**src/rtl/scc_pkg.sv**
```systemverilog
`default_nettype none

package scc_pkg;

  // Chunk geometry limits.
  localparam int CHUNK_ROWS = 64;
  localparam int MAP_DIM    = 4096;

  // Field widths.
  localparam int POS_W    = 24;
  localparam int DIFF_W   = POS_W + 1;
  localparam int VIEW_W   = 16;
  localparam int RAD_W    = 23;
  localparam int IDX_W    = 12;
  localparam int VERT_W   = 25;
  localparam int COUNT_W  = 14;
  localparam int CFG_IDX_W  = 4;
  localparam int CFG_DATA_W = 24;

  // Shared multiplier and accumulator widths.
  localparam int MUL_W    = 26;
  localparam int PROD_W   = 2 * MUL_W;
  localparam int DIST2_W  = 50;
  localparam int REACH2_W = 48;
  localparam int RAD2_W   = 46;
  localparam int DOT_W    = 43;
  localparam int BASE_W   = 24;

  // Row counter of the emitter.
  localparam int ROWS_W = (CHUNK_ROWS > 1) ? $clog2(CHUNK_ROWS) : 1;
  localparam logic [IDX_W-1:0] ROWS_MAX  = IDX_W'(CHUNK_ROWS - 1);
  localparam logic [IDX_W-1:0] PAIRS_MAX = IDX_W'(MAP_DIM - 1);

  // Job queue between classifier and emitter.
  localparam int JOB_DEPTH = 2;
  localparam int JOB_PTR_W = (JOB_DEPTH > 1) ? $clog2(JOB_DEPTH) : 1;
  localparam int JOB_CNT_W = $clog2(JOB_DEPTH + 1);

  // Configuration register indexes.
  localparam logic [CFG_IDX_W-1:0] REG_CAM_X    = 4'd0;
  localparam logic [CFG_IDX_W-1:0] REG_CAM_Y    = 4'd1;
  localparam logic [CFG_IDX_W-1:0] REG_CAM_Z    = 4'd2;
  localparam logic [CFG_IDX_W-1:0] REG_VIEW_X   = 4'd3;
  localparam logic [CFG_IDX_W-1:0] REG_VIEW_Y   = 4'd4;
  localparam logic [CFG_IDX_W-1:0] REG_VIEW_Z   = 4'd5;
  localparam logic [CFG_IDX_W-1:0] REG_MAX_DIST = 4'd6;
  localparam logic [CFG_IDX_W-1:0] REG_PAIRS    = 4'd7;

  // Multiplier step codes, issued in this order.
  localparam int OP_W = 4;
  localparam logic [OP_W-1:0] OP_DXX   = 4'd0;
  localparam logic [OP_W-1:0] OP_DYY   = 4'd1;
  localparam logic [OP_W-1:0] OP_DZZ   = 4'd2;
  localparam logic [OP_W-1:0] OP_DXV   = 4'd3;
  localparam logic [OP_W-1:0] OP_DYV   = 4'd4;
  localparam logic [OP_W-1:0] OP_DZV   = 4'd5;
  localparam logic [OP_W-1:0] OP_REACH = 4'd6;
  localparam logic [OP_W-1:0] OP_RAD   = 4'd7;
  localparam logic [OP_W-1:0] OP_BASE  = 4'd8;

  typedef enum logic [1:0] {
    F_IDLE,
    F_CALC,
    F_PUSH
  } front_state_t;

  typedef struct packed {
    logic signed [POS_W-1:0]  cam_x;
    logic signed [POS_W-1:0]  cam_y;
    logic signed [POS_W-1:0]  cam_z;
    logic signed [VIEW_W-1:0] view_x;
    logic signed [VIEW_W-1:0] view_y;
    logic signed [VIEW_W-1:0] view_z;
    logic [RAD_W-1:0]         max_distance;
    logic [IDX_W-1:0]         pairs_per_row;
  } cfg_t;

  typedef struct packed {
    logic [VERT_W-1:0]  vertex;
    logic [IDX_W:0]     vstep;
    logic [ROWS_W-1:0]  rows_m1;
    logic [COUNT_W-1:0] count;
  } job_t;

endpackage

`default_nettype wire

```
**src/rtl/sphere_chunk_cull_row_emitter.sv**
```systemverilog
// A chunk on push passes the classifier's calc and push states, the job queue and the
// emitter's output register. The classifier takes a new chunk only when idle, as its
// single shared multiplier forms nine products in turn; the emitter gives one row beat
// per cycle while pop keeps up, and takes a job from the two-entry queue only when idle.
// Reset (rst, synchronous): queues empty, sequencer idle, registers at their reset values;
// no clearing pass, the block accepts items on the first cycle after reset.
`default_nettype none

module sphere_chunk_cull_row_emitter (
  input  wire logic                                clk,
  input  wire logic                                rst,
  input  wire logic                                cfg_valid,
  output logic                                     cfg_ready,
  input  wire logic [scc_pkg::CFG_IDX_W-1:0]       cfg_index,
  input  wire logic [scc_pkg::CFG_DATA_W-1:0]      cfg_data,
  input  wire logic                                push,
  output logic                                     full,
  input  wire logic signed [scc_pkg::POS_W-1:0]    center_x,
  input  wire logic signed [scc_pkg::POS_W-1:0]    center_y,
  input  wire logic signed [scc_pkg::POS_W-1:0]    center_z,
  input  wire logic [scc_pkg::RAD_W-1:0]           sphere_radius,
  input  wire logic [scc_pkg::IDX_W-1:0]           first_row,
  input  wire logic [scc_pkg::IDX_W-1:0]           final_row,
  input  wire logic [scc_pkg::IDX_W-1:0]           first_pair,
  input  wire logic [scc_pkg::IDX_W-1:0]           final_pair,
  output logic                                     empty,
  input  wire logic                                pop,
  output logic [scc_pkg::VERT_W-1:0]               first_vertex,
  output logic [scc_pkg::COUNT_W-1:0]              vertex_count,
  output logic                                     last_row
);

  scc_pkg::cfg_t cfg;
  scc_pkg::job_t push_job, pop_job;
  logic          job_push, job_full, job_take, job_avail;

  assign cfg_ready = 1'b1;

  // Configuration registers.
  always_ff @(posedge clk) begin
    if (rst) begin
      cfg.cam_x         <= '0;
      cfg.cam_y         <= '0;
      cfg.cam_z         <= '0;
      cfg.view_x        <= '0;
      cfg.view_y        <= '0;
      cfg.view_z        <= 16'sd16384;
      cfg.max_distance  <= '1;
      cfg.pairs_per_row <= '1;
    end else if (cfg_valid && cfg_ready) begin
      unique case (cfg_index)
        scc_pkg::REG_CAM_X:    cfg.cam_x         <= cfg_data[scc_pkg::POS_W-1:0];
        scc_pkg::REG_CAM_Y:    cfg.cam_y         <= cfg_data[scc_pkg::POS_W-1:0];
        scc_pkg::REG_CAM_Z:    cfg.cam_z         <= cfg_data[scc_pkg::POS_W-1:0];
        scc_pkg::REG_VIEW_X:   cfg.view_x        <= cfg_data[scc_pkg::VIEW_W-1:0];
        scc_pkg::REG_VIEW_Y:   cfg.view_y        <= cfg_data[scc_pkg::VIEW_W-1:0];
        scc_pkg::REG_VIEW_Z:   cfg.view_z        <= cfg_data[scc_pkg::VIEW_W-1:0];
        scc_pkg::REG_MAX_DIST: cfg.max_distance  <= cfg_data[scc_pkg::RAD_W-1:0];
        scc_pkg::REG_PAIRS:    cfg.pairs_per_row <= cfg_data[scc_pkg::IDX_W-1:0];
        default: ;
      endcase
    end
  end

  // Front: cull tests and job setup.
  scc_classify u_classify (
    .clk           (clk),
    .rst           (rst),
    .cfg           (cfg),
    .push          (push),
    .full          (full),
    .center_x      (center_x),
    .center_y      (center_y),
    .center_z      (center_z),
    .sphere_radius (sphere_radius),
    .first_row     (first_row),
    .final_row     (final_row),
    .first_pair    (first_pair),
    .final_pair    (final_pair),
    .job           (push_job),
    .job_push      (job_push),
    .job_full      (job_full)
  );

  // Queue of visible chunks.
  scc_job_fifo u_job_fifo (
    .clk    (clk),
    .rst    (rst),
    .wr_en  (job_push),
    .wr_job (push_job),
    .full   (job_full),
    .rd_en  (job_take),
    .rd_job (pop_job),
    .avail  (job_avail)
  );

  // Back: one draw range per row.
  scc_row_emit u_row_emit (
    .clk          (clk),
    .rst          (rst),
    .job          (pop_job),
    .job_avail    (job_avail),
    .job_take     (job_take),
    .empty        (empty),
    .pop          (pop),
    .first_vertex (first_vertex),
    .vertex_count (vertex_count),
    .last_row     (last_row)
  );

endmodule

`default_nettype wire

```
**src/rtl/scc_classify.sv**
```systemverilog
`default_nettype none

module scc_classify (
  input  wire logic                            clk,
  input  wire logic                            rst,
  input  wire scc_pkg::cfg_t                   cfg,
  input  wire logic                            push,
  output logic                                 full,
  input  wire logic signed [scc_pkg::POS_W-1:0] center_x,
  input  wire logic signed [scc_pkg::POS_W-1:0] center_y,
  input  wire logic signed [scc_pkg::POS_W-1:0] center_z,
  input  wire logic [scc_pkg::RAD_W-1:0]       sphere_radius,
  input  wire logic [scc_pkg::IDX_W-1:0]       first_row,
  input  wire logic [scc_pkg::IDX_W-1:0]       final_row,
  input  wire logic [scc_pkg::IDX_W-1:0]       first_pair,
  input  wire logic [scc_pkg::IDX_W-1:0]       final_pair,
  output scc_pkg::job_t                        job,
  output logic                                 job_push,
  input  wire logic                            job_full
);

  scc_pkg::front_state_t state, state_next;

  logic signed [scc_pkg::DIFF_W-1:0] dx, dy, dz;
  logic [scc_pkg::RAD_W-1:0]         rad;
  logic [scc_pkg::IDX_W-1:0]         row0, row1, pair0, pair1;
  logic [scc_pkg::OP_W-1:0]          step;
  logic signed [scc_pkg::PROD_W-1:0] prod;
  logic [scc_pkg::OP_W-1:0]          prod_op;
  logic                              prod_vld;
  logic [scc_pkg::DIST2_W-1:0]       dist2;
  logic signed [scc_pkg::DOT_W-1:0]  dot;
  logic [scc_pkg::REACH2_W-1:0]      reach2;
  logic [scc_pkg::RAD2_W-1:0]        rad2;
  logic [scc_pkg::BASE_W-1:0]        base;

  logic                              accept;
  logic                              issue;
  logic                              calc_done;
  logic                              visible;
  logic                              rows_ok;
  logic signed [scc_pkg::MUL_W-1:0]  mul_a, mul_b;
  logic signed [scc_pkg::PROD_W-1:0] mul_res;
  logic [scc_pkg::RAD_W:0]           reach;
  logic [scc_pkg::IDX_W-1:0]         pairs_eff;
  logic signed [scc_pkg::DOT_W-1:0]  neg_rad14;
  logic [scc_pkg::IDX_W-1:0]         row_span;
  logic [scc_pkg::IDX_W:0]           pair_span;
  logic [scc_pkg::BASE_W:0]          vert_half;

  function automatic logic signed [scc_pkg::DIFF_W-1:0] DIFF_EXT(
    input logic signed [scc_pkg::POS_W-1:0] v
  );
    return {v[scc_pkg::POS_W-1], v};
  endfunction

  // Derived quantities.
  assign reach     = {1'b0, cfg.max_distance} + {1'b0, rad};
  assign pairs_eff = (cfg.pairs_per_row > scc_pkg::PAIRS_MAX) ?
                     scc_pkg::PAIRS_MAX : cfg.pairs_per_row;
  assign neg_rad14 = -$signed({{(scc_pkg::DOT_W - scc_pkg::RAD_W - 14){1'b0}}, rad, 14'b0});
  assign row_span  = row1 - row0;
  assign pair_span = {1'b0, pair1 - pair0} + {{scc_pkg::IDX_W{1'b0}}, 1'b1};
  assign vert_half = {1'b0, base} + {{(scc_pkg::BASE_W - scc_pkg::IDX_W + 1){1'b0}}, pair0};

  // Cull decision on the finished sums.
  assign rows_ok = (row1 >= row0);
  assign visible = !(dist2 > {{(scc_pkg::DIST2_W - scc_pkg::REACH2_W){1'b0}}, reach2}) &&
                   !((dist2 > {{(scc_pkg::DIST2_W - scc_pkg::RAD2_W){1'b0}}, rad2}) &&
                     (dot < neg_rad14));

  // Job built from the chunk.
  always_comb begin
    job.vertex  = {vert_half[scc_pkg::VERT_W-2:0], 1'b0};
    job.vstep   = {pairs_eff, 1'b0};
    job.rows_m1 = (row_span > scc_pkg::ROWS_MAX) ? scc_pkg::ROWS_MAX[scc_pkg::ROWS_W-1:0]
                                                 : row_span[scc_pkg::ROWS_W-1:0];
    job.count   = (pair1 >= pair0) ? {pair_span, 1'b0} : '0;
  end

  // Operand select for the shared multiplier.
  always_comb begin
    mul_a = '0;
    mul_b = '0;
    unique case (step)
      scc_pkg::OP_DXX: begin
        mul_a = scc_pkg::MUL_W'(dx);
        mul_b = scc_pkg::MUL_W'(dx);
      end
      scc_pkg::OP_DYY: begin
        mul_a = scc_pkg::MUL_W'(dy);
        mul_b = scc_pkg::MUL_W'(dy);
      end
      scc_pkg::OP_DZZ: begin
        mul_a = scc_pkg::MUL_W'(dz);
        mul_b = scc_pkg::MUL_W'(dz);
      end
      scc_pkg::OP_DXV: begin
        mul_a = scc_pkg::MUL_W'(dx);
        mul_b = scc_pkg::MUL_W'(cfg.view_x);
      end
      scc_pkg::OP_DYV: begin
        mul_a = scc_pkg::MUL_W'(dy);
        mul_b = scc_pkg::MUL_W'(cfg.view_y);
      end
      scc_pkg::OP_DZV: begin
        mul_a = scc_pkg::MUL_W'(dz);
        mul_b = scc_pkg::MUL_W'(cfg.view_z);
      end
      scc_pkg::OP_REACH: begin
        mul_a = $signed({2'b0, reach});
        mul_b = $signed({2'b0, reach});
      end
      scc_pkg::OP_RAD: begin
        mul_a = $signed({3'b0, rad});
        mul_b = $signed({3'b0, rad});
      end
      scc_pkg::OP_BASE: begin
        mul_a = $signed({{(scc_pkg::MUL_W - scc_pkg::IDX_W){1'b0}}, row0});
        mul_b = $signed({{(scc_pkg::MUL_W - scc_pkg::IDX_W){1'b0}}, pairs_eff});
      end
      default: begin
        mul_a = '0;
        mul_b = '0;
      end
    endcase
  end

  assign mul_res = mul_a * mul_b;

  // The last product lands in the accumulators this cycle.
  assign calc_done = prod_vld && (prod_op == scc_pkg::OP_BASE);

  // Next state.
  always_comb begin
    state_next = state;
    unique case (state)
      scc_pkg::F_IDLE: if (push) state_next = scc_pkg::F_CALC;
      scc_pkg::F_CALC: if (calc_done) state_next = scc_pkg::F_PUSH;
      scc_pkg::F_PUSH: if (!(visible && rows_ok) || !job_full) state_next = scc_pkg::F_IDLE;
      default:         state_next = scc_pkg::F_IDLE;
    endcase
  end

  // Outputs of the sequencer.
  always_comb begin
    full     = 1'b1;
    accept   = 1'b0;
    issue    = 1'b0;
    job_push = 1'b0;
    unique case (state)
      scc_pkg::F_IDLE: begin
        full   = 1'b0;
        accept = push;
      end
      scc_pkg::F_CALC: issue = (step <= scc_pkg::OP_BASE);
      scc_pkg::F_PUSH: job_push = visible && rows_ok && !job_full;
      default: ;
    endcase
  end

  // State and multiplier pipeline control.
  always_ff @(posedge clk) begin
    if (rst) begin
      state    <= scc_pkg::F_IDLE;
      prod_vld <= 1'b0;
      step     <= '0;
    end else begin
      state    <= state_next;
      prod_vld <= issue;
      if (accept) begin
        step <= '0;
      end else if (issue) begin
        step <= step + 1'b1;
      end
    end
  end

  // Chunk fields, products and sums.
  always_ff @(posedge clk) begin
    if (accept) begin
      dx    <= DIFF_EXT(center_x) - DIFF_EXT(cfg.cam_x);
      dy    <= DIFF_EXT(center_y) - DIFF_EXT(cfg.cam_y);
      dz    <= DIFF_EXT(center_z) - DIFF_EXT(cfg.cam_z);
      rad   <= sphere_radius;
      row0  <= first_row;
      row1  <= final_row;
      pair0 <= first_pair;
      pair1 <= final_pair;
      dist2 <= '0;
      dot   <= '0;
    end else if (prod_vld) begin
      unique case (prod_op)
        scc_pkg::OP_DXX, scc_pkg::OP_DYY, scc_pkg::OP_DZZ:
          dist2 <= dist2 + prod[scc_pkg::DIST2_W-1:0];
        scc_pkg::OP_DXV, scc_pkg::OP_DYV, scc_pkg::OP_DZV:
          dot <= dot + $signed(prod[scc_pkg::DOT_W-1:0]);
        scc_pkg::OP_REACH: reach2 <= prod[scc_pkg::REACH2_W-1:0];
        scc_pkg::OP_RAD:   rad2   <= prod[scc_pkg::RAD2_W-1:0];
        scc_pkg::OP_BASE:  base   <= prod[scc_pkg::BASE_W-1:0];
        default: ;
      endcase
    end
    if (issue) begin
      prod    <= mul_res;
      prod_op <= step;
    end
  end

endmodule

`default_nettype wire

```
**src/rtl/scc_job_fifo.sv**
```systemverilog
`default_nettype none

module scc_job_fifo (
  input  wire logic          clk,
  input  wire logic          rst,
  input  wire logic          wr_en,
  input  wire scc_pkg::job_t wr_job,
  output logic               full,
  input  wire logic          rd_en,
  output scc_pkg::job_t      rd_job,
  output logic               avail
);

  scc_pkg::job_t                 slots [scc_pkg::JOB_DEPTH];
  logic [scc_pkg::JOB_PTR_W-1:0] wr_ptr, rd_ptr;
  logic [scc_pkg::JOB_CNT_W-1:0] fill;

  assign full   = (fill == scc_pkg::JOB_CNT_W'(scc_pkg::JOB_DEPTH));
  assign avail  = (fill != '0);
  assign rd_job = slots[rd_ptr];

  // Pointers and fill level.
  always_ff @(posedge clk) begin
    if (rst) begin
      wr_ptr <= '0;
      rd_ptr <= '0;
      fill   <= '0;
    end else begin
      if (wr_en) begin
        wr_ptr <= (wr_ptr == scc_pkg::JOB_PTR_W'(scc_pkg::JOB_DEPTH - 1)) ? '0 : wr_ptr + 1'b1;
      end
      if (rd_en) begin
        rd_ptr <= (rd_ptr == scc_pkg::JOB_PTR_W'(scc_pkg::JOB_DEPTH - 1)) ? '0 : rd_ptr + 1'b1;
      end
      if (wr_en && !rd_en) begin
        fill <= fill + 1'b1;
      end else if (rd_en && !wr_en) begin
        fill <= fill - 1'b1;
      end
    end
  end

  // Job storage.
  always_ff @(posedge clk) begin
    if (wr_en) begin
      slots[wr_ptr] <= wr_job;
    end
  end

endmodule

`default_nettype wire

```
**src/rtl/scc_row_emit.sv**
```systemverilog
`default_nettype none

module scc_row_emit (
  input  wire logic                            clk,
  input  wire logic                            rst,
  input  wire scc_pkg::job_t                   job,
  input  wire logic                            job_avail,
  output logic                                 job_take,
  output logic                                 empty,
  input  wire logic                            pop,
  output logic [scc_pkg::VERT_W-1:0]           first_vertex,
  output logic [scc_pkg::COUNT_W-1:0]          vertex_count,
  output logic                                 last_row
);

  logic                         active;
  logic [scc_pkg::VERT_W-1:0]   cur_vertex;
  logic [scc_pkg::IDX_W:0]      cur_step;
  logic [scc_pkg::ROWS_W-1:0]   rows_left;
  logic [scc_pkg::COUNT_W-1:0]  cur_count;
  logic                         out_valid;
  logic                         load;

  assign empty    = !out_valid;
  assign job_take = !active && job_avail;
  assign load     = active && (!out_valid || pop);

  // Control: job ownership and output register valid.
  always_ff @(posedge clk) begin
    if (rst) begin
      active    <= 1'b0;
      out_valid <= 1'b0;
    end else begin
      if (job_take) begin
        active <= 1'b1;
      end else if (load && (rows_left == '0)) begin
        active <= 1'b0;
      end
      if (load) begin
        out_valid <= 1'b1;
      end else if (pop && out_valid) begin
        out_valid <= 1'b0;
      end
    end
  end

  // Row walker and output beat register.
  always_ff @(posedge clk) begin
    if (job_take) begin
      cur_vertex <= job.vertex;
      cur_step   <= job.vstep;
      rows_left  <= job.rows_m1;
      cur_count  <= job.count;
    end else if (load) begin
      cur_vertex <= cur_vertex + scc_pkg::VERT_W'(cur_step);
      rows_left  <= rows_left - 1'b1;
    end
    if (load) begin
      first_vertex <= cur_vertex;
      vertex_count <= cur_count;
      last_row     <= (rows_left == '0);
    end
  end

  // A taken job starts the walker.
  a_take_starts: assert property (@(posedge clk) disable iff (rst)
    job_take |=> active)
    else $error("job taken but emitter not active");

  // Rows remain after a non-final beat.
  a_rows_continue: assert property (@(posedge clk) disable iff (rst)
    (load && (rows_left != '0)) |=> active)
    else $error("emitter dropped a job before its last row");

  // The walker holds its position between beats.
  a_walker_holds: assert property (@(posedge clk) disable iff (rst)
    (active && !load) |=> $stable(cur_vertex) && $stable(rows_left))
    else $error("row walker moved without a beat");

endmodule

`default_nettype wire
```
**config.mk**
```make
export PLATFORM = sky130hd
export DESIGN_NAME = sphere_chunk_cull_row_emitter
export DESIGN_NICKNAME = d
export VERILOG_FILES = /design/src/rtl/scc_pkg.sv /design/src/rtl/sphere_chunk_cull_row_emitter.sv /design/src/rtl/scc_classify.sv /design/src/rtl/scc_job_fifo.sv /design/src/rtl/scc_row_emit.sv
export SDC_FILE = /design/constraint.sdc
export NUM_CORES = 2
export LEC_CHECK = 0
export BUFFER_PORTS_ARGS = -buffer_cell sky130_fd_sc_hd__buf_2
export CAP_MARGIN = 20
export CORE_ASPECT_RATIO = 1.75
export CORE_UTILIZATION = 67
export DETAILED_ROUTE_END_ITERATION = 16
export PLACE_DENSITY = 0.85
export SLEW_MARGIN = 20
export SYNTH_ARGS = -nofsm -noshare
export SYNTH_HDL_FRONTEND = slang
export SYNTH_HIERARCHICAL = 1
export SYNTH_SLANG_ARGS = --single-unit
```
**constraint.sdc**
```tcl
create_clock -name clk -period 15.85 [get_ports clk]
set_clock_uncertainty 0.05 [all_clocks]
set_input_delay 1.585 -clock clk [delete_from_list [all_inputs] [get_ports clk]]
set_output_delay 1.585 -clock clk [all_outputs]
set_load 0.02 [all_outputs]
```
# Word-level counts from Yosys, hierarchy flattened
# Memory sizes are Yosys's and may differ from the RTL's. A register that Yosys moved wholly into a read port is not among the register bits.
# Cells that the tools add are included.
[classes]
mul = 1
n_mux = 29
eq_ne = 29
addsub = 18
n_bitwise = 1
magnitude_cmp = 8
reduce_logical = 51
[op_table]
columns = ["op", "count"]
rows = [
  ["$pmux 26 s9", 1],
  ["$pmux 26 s6", 1],
  ["$sub 24x24->25", 3],
  ["$add 50x50->50", 1],
  ["$gt 50x46->1", 1],
  ["$gt 50x48->1", 1],
  ["$mul 26x26->50", 1],
  ["$mux 25", 2],
  ["$eq 4x3->1 const B", 12],
  ["$add 43x43->43", 1],
  ["$lt 43x43->1", 1],
  ["$neg 37->43", 1],
  ["$add 25x13->25", 1],
  ["$add 23x23->24", 1],
  ["$add 24x12->24", 1],
  ["$eq 4x2->1 const B", 6],
  ["$ge 12x12->1", 2],
  ["$sub 12x12->12", 2],
  ["$reduce_and 2->1", 10],
  ["$mux 6", 3],
  ["$mux 1", 14],
  ["$mux 14", 1],
  ["$add 12x1->13 const B", 1],
  ["$eq 4x1->1 const B", 3],
  ["other kinds (27)", 66],
]
[word_totals]
memories = 1
ram_bits = 112
inputBits = 176
wordCells = 176
reg_bits = 677
[memory_table]
columns = ["memory", "depth", "word_bits", "read_ports", "rd_clocked_by_memory_dff", "wr", "line_no", "rtl"]
rows = [
  ["u_job_fifo.slots", 2, 56, 1, 1, 1, "scc_job_fifo.sv:14", "scc_pkg::job_t slots [scc_pkg::JOB_DEPTH];"],
]

# Longest topological paths before layout
[depth]
word_depth = 12
ltp_mapped = 41
ltp_nobuf = 39

# Hierarchy
# The synthesis kept the hierarchy.
[by_module_without_submodules]
columns = ["mod", "n_inst", "cells_each", "area_per_inst_um2", "seq_area_each_um2"]
rows = [
  ["scc_classify", 1, 5695, 52382.7, 11551.1],
  ["sphere_chunk_cull_row_emitter", 1, 568, 6119.6, 3103.0],
  ["scc_job_fifo", 1, 202, 4466.8, 3583.4],
  ["scc_row_emit", 1, 334, 4413.0, 2982.9],
]

# Least setup slack after synthesis
# No wires, ideal clock.
[synth_timing]
path_type = "register to register"
start = "reg u_classify/rad[0] (netlist name)"
end = "reg u_classify/prod[48] (netlist name) (data pin)"
stages_incl_launch_ff = 39
n_path_buf = 1
arrival_time_ns = 9.364
slack_ns = 6.178
required_time_ns = 15.542
path_cell_list = "edfxtp_1 ha_1 fa_1 a21o_1 a21oi_2 o21ai_1 a21oi_1 o31ai_1 o41a_1 o21ai_0 xor2_1 nor2_1 a211o_1 clkbuf_1 nand2_1 fa_1 inv_1 fa_1 (+3 left out) inv_1 fa_1 fa_1 inv_1 fa_1 inv_1 ha_1 a21o_1 a21o_1 a21o_1 a211oi_1 nand3_1 a2111oi_0 o21bai_1 a2111oi_2 o21ai_1 a31oi_1 xnor2_1"
[synth_via]
elab_chain_cells = 3
word_cells_on_any_way = 4
[synth_rtl]
columns = ["element", "line_no", "rtl"]
rows = [
  ["start: declaration", "scc_classify.sv:25", "logic [scc_pkg::RAD_W-1:0] rad;"],
  ["start signal: assignment", "scc_classify.sv:185", "rad <= sphere_radius;"],
  ["$add 23x23->24", "scc_classify.sv:58", "assign reach = {1'b0, cfg.max_distance} + {1'b0, rad};"],
  ["$pmux 26 s9 or $pmux 26 s6 (tied branches)", "scc_classify.sv:85", "unique case (step)"],
  ["$mul 26x26->50 (*)", "scc_classify.sv:129", "assign mul_res = mul_a * mul_b;"],
  ["via u_classify.mul_res (one bit)", "scc_classify.sv:43", "logic signed [scc_pkg::PROD_W-1:0] mul_res;"],
  ["end signal: assignment", "scc_classify.sv:205", "prod <= mul_res;"],
  ["end: declaration", "scc_classify.sv:28", "logic signed [scc_pkg::PROD_W-1:0] prod;"],
]
# Mark *: on every way through the listed nets, which the timed path passes. The rest lies on a longest branch.
# A chain may end at the register's enable or synchronous reset.

# Final worst setup path
[layout_timing]
start = "reg u_classify/rad[1] (netlist name)"
end = "reg u_classify/prod[48] (netlist name) (data pin)"
# The elaborated chain is that of the path after synthesis.

==> impl_results.md <==
- Share of cells above drive strength 1: 7.86%
- H-tree Lvls: 3
- Synth top area share: 23.7%
- Final worst setup slack: 4.34 ns
- Max-slew headroom: 18.5%
- R2r setup slk: 4.34 ns
- Critical path's top delay family: compound AO/OA/AOI/OAI gates
- Reg2reg start: u_classify/rad[1]
- Core Area: 99,500 sq um
- CTS tree: done
- Clk_lat worst skew: 0.70 ns
- Mux contribution to synthesized area: 3.51%
- Die width: 242 um
- Drt first pass iters: 10
- Row count: 153
- MaxCap Viol Count: 0
- DRT iter0 DRCs: 4,641
- Yosys reg bits: 794
- Clock buffer depth: 3
- Final TNS setup: 0 ns
- Setup violations, final: 0
- Mapped Cells: 6,799
- DPL Wire Length: 151 mm
- Vias per inst: 6.31
- Data required time of the critical path: 16.21 ns
- Ys async rst share: 0%
- Antenna viol nets, final: 0
- Setup bufs post-CTS: 0
- CP most frequent cell: fa_1
- Starting density of the core: 67.7%
- Synth Area in Compound Gates: 10.5%
- Slowest stage cell, crit path: a211oi_1
- Post-synthesis xor/xnor area fraction: 3.82%
- Nets: 8,286
- Total GRT Usage: 39.5%
- Min Tclk post-route: 11.51 ns
- Via count: 52,383
- Crit path max fanout: 16
- CP peak stage delay: 0.87 ns
- Count of cell types in the netlist: 98
- Post-Synth Simple-Gate Area: 13.3%
- Drt drc: 0
- Final Hold Vio Count: 0
- Worst-path clk slew: 0.07 ns
- Bufs and invs on worst path: 5
- Worst Path Arrival: 11.87 ns
- CTS sink cnt: 794
- Yosys warnings: 6
- IO Pins: 219
- Hold endpoint: u_row_emit/vertex_count[1]
- Area growth, synth to finish: 7.28%
- Worst hold-check path type: register to register
- Register-to-Register Path Depth: 35
- Post-CTS resize count: 0
- Top post-synthesis cells by area: edfxtp_1, fa_1, ha_1
- Hold Buf Count CTS: 0
- Largest family of logic cells by synthesized area: adder cells
- Final WL: 198 mm
- Final Slew Violations: 0
- CTS buffer count: 77
- Vias in the first global route: 55,643
- Fmax: 0.0869 GHz
- CTS root buf: clkbuf_16
- Port Buf Inserts: 217
- Register area share after synthesis: 31.5%
- Synth area leader: edfxtp_1
- Overflow after GRT: 0
- RSZ-0062 raised after global routing: false
- Status: finished clean
- RR Endpoint: u_classify/prod[48]
- WS Path Type: register to register
- First-pass GRT wire length: 305 mm
- Routed len/inst: 23.9 um
- Mapped Area: 67,400 sq um
- Critical Path Source Type: register
- Largest net degree at the start of global routing: 149
- Die Area: 102,000 sq um
- Adder-cell share of the synthesized area: 29.9%
- Least-Margin Pin Slew: 1.22 ns
- Vert. Die Dim: 422 um
- Hold Path Origin: u_row_emit/cur_count[1]
- Primary FF master, synth: edfxtp_1
- # fillers: 6,974
- Antenna violations before repair: 10
- Placer Congestion: 1.07
- Critical Path Sink Type: register
- Post-synth EDFFs: 532
- Average size of a mapped cell: 9.91 sq um
- Hold Crit Depth: 0
- Setup WS pre-CTS: 4.56 ns
- Crit share post-route: 72.6%
## worst register-to-register path: cells and delay by family (launching register included)
family          cells  cell delay (ns)
xor+xnor            2             0.31
buf+inv             5             0.25
fa+ha+maj           9             4.26
flops               1             0.48
simple gates        6             1.39
compound gates     13             4.48
## cell usage in the layout (no fill, tap or decap), types with 68 or more instances in the layout
cell type	instances
xnor2_1	203
edfxtp_1	532
nand3_1	79
clkbuf_16	78
nand4_1	70
buf_2	216
a21oi_1	316
inv_1	1049
a21o_1	140
buf_4	72
nor3_1	69
dfxtp_1	261
ha_1	510
nor2_1	509
fa_1	688
nand2_1	682
mux2i_1	161
nand2b_1	198
o21ai_0	178
and2_1	68
xor2_1	91
## flip-flops by register name, indices dropped and copies added, names as in the netlist, 23 cells and up, named ones only
signal and cells:
u_classify/dz 25, u_classify/rad 23, u_classify/dx 25, u_classify/dy 25
u_classify/dist2 50, u_row_emit/first_vertex 25, u_row_emit/cur_vertex 25, u_job_fifo/slots 116
cfg 155, u_classify/base 24, u_classify/reach2 48, u_classify/prod 50
u_classify/dot 43, u_classify/rad2 46
## kinds of logic after synthesis
| logic type | after synthesis |
|---|---|
| xor gates and xnor gates | 294 |
| AOI/OAI and AO/OA | 1068 |
| and+or+nand+nor | 1913 |
| adders and majority gates | 1198 |
| muxes | 221 |
| buffers and inverters | 1309 |
| DFF | 794 |
| other | 2 |
## synthesized netlist by cell type (12+ instances only)
library cell	number
inv_1	1050
fa_1	688
nand2_1	682
edfxtp_1	532
nor2_1	513
ha_1	510
a21oi_1	317
dfxtp_1	262
xnor2_1	203
nand2b_1	198
clkbuf_1	195
o21ai_0	178
mux2i_1	161
a21o_1	140
xor2_1	91
nand3_1	79
nor3_1	71
nand4_1	70
and2_1	69
nor2b_1	66
a22oi_1	64
o21a_1	58
buf_2	40
mux2_2	40
and3_1	35
a31oi_1	34
a211oi_1	32
o21bai_1	28
or3_1	28
a222oi_1	25
nor4_1	21
mux2_4	20
o21ai_1	18
and4_1	16
o211ai_1	15
or2_2	15
a211o_1	13
a221o_1	13
a21boi_0	12
## worst max-delay path by stage
| stage | to | startpoint | cells past startpoint |
|---|---|---|---|
| final | u_classify/prod[48] | u_classify/rad[1] | 35 |
| after global routing | u_classify/prod[48] | u_classify/rad[0] | 35 |
| after CTS | u_classify/prod[48] | u_classify/rad[0] | 36 |
| after detailed placement | u_classify/prod[48] | u_classify/rad[1] | 35 |
| after global placement | u_classify/prod[48] | u_classify/rad[1] | 35 |
| after floorplan | u_classify/prod[48] | u_classify/rad[0] | 38 |
## final cells by class
class | count | area (sq um) | area share [%]
repair buffers | 290 | 1640 | 2.27
flip-flops and latches | 794 | 21200 | 29.4
clock buffers | 98 | 2090 | 2.89
well taps | 1317 | 1650 | 2.28
diodes | 9 | 22.5 | 0.0312
inverters | 1051 | 3950 | 5.47
multi-input cells | 4698 | 41200 | 57.0
clock inverters | 44 | 492 | 0.680
## layer usage
metal  track usage, %  part of all wire (%)  wire length [um]  up-vias
li1                 -                     -                 -    22800
met3             7.79                   8.2             16300     1185
met5                0                     0                 0        -
met4             35.5                    11             21700        0
met2             68.5                    49             97900     2904
met1             40.0                    31             62400    25494
## stage by stage
step	hold slack, ns	instance area, sq um	std cells	utilization (%)
4_1_cts	0.372	72200	8290	72.6
3_3_place_gp	0.353	69700	8148	70.0
3_5_place_dp	0.357	69700	8148	70.0
2_1_floorplan	0.350	67400	6801	-
5_1_grt	0.374	72300	8294	72.6
6_report	0.371	72300	8301	72.6
Power is not shown: default switching activity piles up to over one toggle a cycle in this logic, so the estimate is an artifact.
